### config.mk
export PLATFORM = sky130hd
export DESIGN_NAME = kwfb_cfg
export DESIGN_NICKNAME = d
export VERILOG_FILES = /design/src/hw/rtl/keyframe_window_frame_buffer_assert.svh /design/src/hw/rtl/kwfb_pkg.sv /design/src/hw/rtl/kwfb_cfg.sv
export SDC_FILE = /design/constraint.sdc
export NUM_CORES = 1
export LEC_CHECK = 0
export ABC_AREA = 1
export BUFFER_PORTS_ARGS = -buffer_cell sky130_fd_sc_hd__buf_2
export CORE_ASPECT_RATIO = 0.7
export CORE_UTILIZATION = 40
export DETAILED_ROUTE_END_ITERATION = 7
export GPL_ROUTABILITY_DRIVEN = 0
export GPL_TIMING_DRIVEN = 0
export PLACE_DENSITY_LB_ADDON = 0.12
export SYNTH_ARGS = -nofsm -noshare
export SYNTH_HDL_FRONTEND = slang
export SYNTH_SLANG_ARGS = --single-unit
### constraint.sdc
create_clock -name clk -period 1.2 [get_ports clk]
set_input_delay 0.24 -clock clk [delete_from_list [all_inputs] [get_ports clk]]
set_output_delay 0.24 -clock clk [all_outputs]
set_load 0.005 [all_outputs]
### src/hw/rtl/keyframe_window_frame_buffer_assert.svh
// ----------------------------------------------------------------------------
// keyframe window frame buffer assertion macros
// concurrent checks that compile away when SYNTHESIS is defined
// ----------------------------------------------------------------------------
`ifndef KEYFRAME_WINDOW_FRAME_BUFFER_ASSERT_SVH
`define KEYFRAME_WINDOW_FRAME_BUFFER_ASSERT_SVH

`ifndef SYNTHESIS

// same-cycle implication
`define KWFB_ASSERT_IMP(name, clk, rst_n, ante, cons) \
  name: assert property (@(posedge clk) disable iff (!rst_n) (ante) |-> (cons)) \
    else $error("kwfb assertion failed");

// next-cycle implication
`define KWFB_ASSERT_NXT(name, clk, rst_n, ante, cons) \
  name: assert property (@(posedge clk) disable iff (!rst_n) (ante) |=> (cons)) \
    else $error("kwfb assertion failed");

`else

`define KWFB_ASSERT_IMP(name, clk, rst_n, ante, cons)

`define KWFB_ASSERT_NXT(name, clk, rst_n, ante, cons)

`endif

`endif

### src/hw/rtl/kwfb_pkg.sv
// ----------------------------------------------------------------------------
// kwfb_pkg
// shared widths, word types, slot layout and state codes of the frame buffer
// ----------------------------------------------------------------------------
`timescale 1ns / 1ps

package kwfb_pkg;

  // ring geometry
  localparam int RING_DEPTH = 256;
  localparam int IDX_W      = $clog2(RING_DEPTH);
  localparam int CNT_W      = $clog2(RING_DEPTH + 1);

  // field widths
  localparam int HANDLE_W = 16;
  localparam int STAMP_W  = 48;
  localparam int DIFF_W   = STAMP_W + 1;
  localparam int LIMIT_W  = 40;
  localparam int COUNT_W  = 9;
  localparam int FLAG_W   = 2;

  // slot flag bits
  localparam int FLAG_KEY  = 0;
  localparam int FLAG_MARK = 1;

  // limits below this bound count keyframes, others are durations
  localparam logic [LIMIT_W-1:0] COUNT_MODE_BOUND = LIMIT_W'(10000);

  // register port
  localparam int CFG_DATA_W = 64;
  localparam int CFG_ADDR_W = 4;
  localparam int CFG_IDX_LSB = 3;
  localparam logic [CFG_ADDR_W-CFG_IDX_LSB-1:0] REG_WINDOW_LIMIT = '0;

  // input word
  typedef struct packed {
    logic [HANDLE_W-1:0]       frame_handle;
    logic signed [STAMP_W-1:0] decode_stamp;
    logic                      is_keyframe;
  } in_word_t;

  // result word
  typedef struct packed {
    logic                accepted;
    logic                ring_full;
    logic [COUNT_W-1:0]  dropped_count;
    logic                marked_valid;
    logic [HANDLE_W-1:0] marked_handle;
    logic [HANDLE_W-1:0] head_handle;
    logic [COUNT_W-1:0]  frames_held;
    logic [COUNT_W-1:0]  keyframes_held;
  } out_word_t;

  // one ring slot as stored in memory
  typedef struct packed {
    logic [HANDLE_W-1:0]       handle;
    logic signed [STAMP_W-1:0] stamp;
    logic [FLAG_W-1:0]         flags;
  } slot_t;

  // engine sequencer
  typedef enum logic [2:0] {
    ST_IDLE,
    ST_CHECK,
    ST_SCAN_RD,
    ST_SCAN_EV,
    ST_DONE
  } eng_state_t;

endpackage

### src/hw/rtl/kwfb_cfg.sv
// ----------------------------------------------------------------------------
// kwfb_cfg
// register port holding the window limit
// ----------------------------------------------------------------------------
`timescale 1ns / 1ps

module kwfb_cfg
  import kwfb_pkg::*;
(
  input  logic                  clk,
  input  logic                  rst_n,
  input  logic                  cfg_psel,
  input  logic                  cfg_penable,
  input  logic                  cfg_pwrite,
  input  logic [CFG_ADDR_W-1:0] cfg_paddr,
  input  logic [CFG_DATA_W-1:0] cfg_pwdata,
  output logic [CFG_DATA_W-1:0] cfg_prdata,
  output logic                  cfg_pready,
  output logic [LIMIT_W-1:0]    window_limit
);

  logic [LIMIT_W-1:0]                  limit_r;
  logic [LIMIT_W-1:0]                  limit_nxt;
  logic [CFG_ADDR_W-CFG_IDX_LSB-1:0]   reg_idx;
  logic                                wr_hit;

  assign reg_idx = cfg_paddr[CFG_ADDR_W-1:CFG_IDX_LSB];
  assign wr_hit  = cfg_psel && cfg_penable && cfg_pwrite;

  // register write decode
  always_comb begin
    limit_nxt = limit_r;
    if (wr_hit) begin
      unique case (reg_idx)
        REG_WINDOW_LIMIT: limit_nxt = cfg_pwdata[LIMIT_W-1:0];
        default:          limit_nxt = limit_r;
      endcase
    end
  end

  always_ff @(posedge clk) begin
    if (!rst_n) begin
      limit_r <= '0;
    end else begin
      limit_r <= limit_nxt;
    end
  end

  // read decode
  always_comb begin
    unique case (reg_idx)
      REG_WINDOW_LIMIT: cfg_prdata = CFG_DATA_W'(limit_r);
      default:          cfg_prdata = '0;
    endcase
  end

  assign cfg_pready   = 1'b1;
  assign window_limit = limit_r;

endmodule

==> results.sh <==
export IMPL_status="finished, final reports clean"
export IMPL_path_cells="inv_1 -> nor2_1 -> buf_2"
export IMPL_synth_cells=375
export IMPL_drive_above_1_share_pct=36.2
export IMPL_netlist_area_um2=2270
export IMPL_p_leak_nw=1.92
export IMPL_cp_required_ns=0.96
export IMPL_grt_pass1_vias=1986
export IMPL_path_class="reg2out"
export IMPL_cts_buffer_depth=2
export IMPL_synthArstFlopShare_pct=0
export IMPL_highest_layer="met4"
export IMPL_synth_mux_area_share_pct=0
export IMPL_combPwrFrac_pct=17.9
export IMPL_first_pass_iters=4
export IMPL_largest_register_ffs=40
export IMPL_fin_util_pct=59.3
export IMPL_seqPwrFrac_pct=48.9
export IMPL_yosysTopAreaCell="dfxtp_1"
export IMPL_die_w_um=92.1
export IMPL_grt_overflow=0
export IMPL_core_area_um2=5370
export IMPL_synth_simple_gate_area_share_pct=36.5
export IMPL_synth_compound_area_share_pct=0
export IMPL_clk_pin_slew_ns=0.08
export IMPL_critPathSlowestCell="dfxtp_1"
export IMPL_vdd_drop_max_uv=437
export IMPL_min_period_ns=1.14
export IMPL_cts_sinks=40
export IMPL_grt_use_total_pct=18.5
export IMPL_p_per_area_nw_per_um2=905
export IMPL_cts_tree="yes"
export IMPL_final_area_um2=3180
export IMPL_wl_met1_um=2520
export IMPL_dpl_cell_area_um2=3060
export IMPL_max_freq_mhz=880
export IMPL_cap_violations=0
export IMPL_fin_tns_setup_ns=0
export IMPL_yosys_warnings=0
export IMPL_viasPerCell=4.01
export IMPL_clk_latency_ns=0.28
export IMPL_crit_fanout=3
export IMPL_synthTopCellsByArea="dfxtp_1, nor2_1, inv_1"
export IMPL_crit_path_end_kind="output pin"
export IMPL_rsz0062_at_grt="no"
export IMPL_drc=0
export IMPL_synth_top_area_share_pct=35.2
export IMPL_startpoint_type="flop"
export IMPL_synth_edf_count=0
export IMPL_rows=22
export IMPL_holdWs_ns=0.260
export IMPL_holdBufCountCts=0
export IMPL_totalWireLength_um=5330
export IMPL_slew_viol_final=0
export IMPL_arrival_ns=0.90
export IMPL_grt_pass1_wl_um=8780
export IMPL_total_power_mw=2.88
export IMPL_start_util_pct=42.3
export IMPL_root_buffer="clkbuf_8"
export IMPL_grt_start_max_net_pins=12
export IMPL_switching_power_mw=0.742
export IMPL_vias=2407
export IMPL_drt_iter0_drc=53
export IMPL_synthAdderAreaFrac_pct=0
export IMPL_cp_slowest_stage_delay_ns=0.37
export IMPL_die_y_um=65.1
export IMPL_synth_flop_cell="dfxtp_1"
export IMPL_intPower_mw=2.14
export IMPL_clock_power_share_pct=33.2
export IMPL_wl_met3_um=427
export IMPL_switching_share_pct=25.8
export IMPL_n_antenna_cell=0
export IMPL_dieArea_um2=5990
export IMPL_wl_met2_um=2330
export IMPL_fin_nets=601
export IMPL_ys_seq_area_share_pct=35.2
export IMPL_synth_top_family_by_area="simple AND/OR/NAND/NOR gates"
export IMPL_hpwl_um=4150
export IMPL_syn_to_final_growth_pct=40.1
export IMPL_cts_buffers=5
export IMPL_synth_seq_cells=40
export IMPL_synth_cell_types=15
export IMPL_synthXorXnorAreaFrac_pct=0
export IMPL_synth_area_per_cell_um2=6.06
export IMPL_setup_viol=0
export IMPL_synthTopCellsByCount="nor2_1, inv_1, nand2_1"
export IMPL_yosysMostFrequentCell="nor2_1"
export IMPL_finClkSkew_ns=0
export IMPL_ant_nets=0
export IMPL_post_cts_buffers=0
export IMPL_period_share_pct=94.7
export IMPL_hold_viol=0
export IMPL_antenna_found_initial=0
export IMPL_hp_class="in2reg"
export IMPL_io_pins=178
export IMPL_portBuffers=123
export IMPL_wire_per_inst_um=8.88
export IMPL_ctsHtreeMaxLevel=2
## per-stage QoR
stage	worst slack, ns	std cells
floorplan	0.274	398
global placement	-0.0528	593
detailed placement	-0.0538	593
CTS	0.0138	600
global route	0.000333	600
finish	0.0638	600
## area by class of cell
class	instances	area, um^2
Sequential cell	40	817
Clock buffer	7	96.3
Fill cell	581	2180
Inverter	83	312
Buffer	46	329
Tap cell	72	90.1
Multi-Input combinational cell	229	925
Timing Repair Buffer	123	616
## path summary, 6_finish.rpt
check	startpoint	cells past startpoint	end	slack, ns
worst max register to register	window_limit[8]$_SDFFE_PN0P_	2	window_limit[8]$_SDFFE_PN0P_	0.60
worst max-delay path	window_limit[35]$_SDFFE_PN0P_	3	cfg_prdata[35]	0.06
worst min-delay path	cfg_pwdata[33]	5	window_limit[33]$_SDFFE_PN0P_	0.26
worst min register to register	window_limit[20]$_SDFFE_PN0P_	2	window_limit[20]$_SDFFE_PN0P_	0.49
## metal layers
metal,global-route usage [%],up-vias
li1,-,1317
met1,23.6,997
met2,31.8,86
met3,4.34,7
met4,4.10,0
met5,0,-
## logic make-up (layout without fill, tap and decap cells)
kind of cell  count (synthesis)  after routing
buf+inv                     129            259
flops                        40             40
other cells                   2             25
simple gates                204            204
## repair_timing
action                     CTS  global route
pin swaps                    0             1
resized for setup            3            17
setup endpoints to repair   21            18
## power by group through the flow
stage	Sequential, mW	Combinational [mW]	Clock (mW)
floorplan	1.44	0.322	0
finish	1.41	0.515	0.957
CTS	1.41	0.516	0.988
global placement	1.44	0.507	0
global route	1.42	0.590	1.04
detailed placement	1.44	0.512	0
## critical path, delay by kind of cell, from the launching register on
kind / cells / cell delay (ns)
DFF: 1 / 0.37
buffers and inverters: 2 / 0.16
and+or+nand+nor: 1 / 0.07
## cells in the final DEF, fill, tap and decap left out
cell type | netlist | final
nor2_2 | 1 | 2
buf_4 | 29 | 29
buf_2 | 4 | 127
dfxtp_2 | 0 | 13
clkbuf_8 | 0 | 7
nand2_2 | 1 | 1
buf_6 | 5 | 5
dfxtp_1 | 40 | 27
nand3_1 | 40 | 40
conb_1 | 2 | 25
clkbuf_2 | 0 | 4
buf_1 | 4 | 4
inv_1 | 82 | 81
nor2_1 | 120 | 119
inv_2 | 1 | 2
nand2_1 | 41 | 41
nor2_4 | 1 | 1
Power figures use the tool's default switching activity.
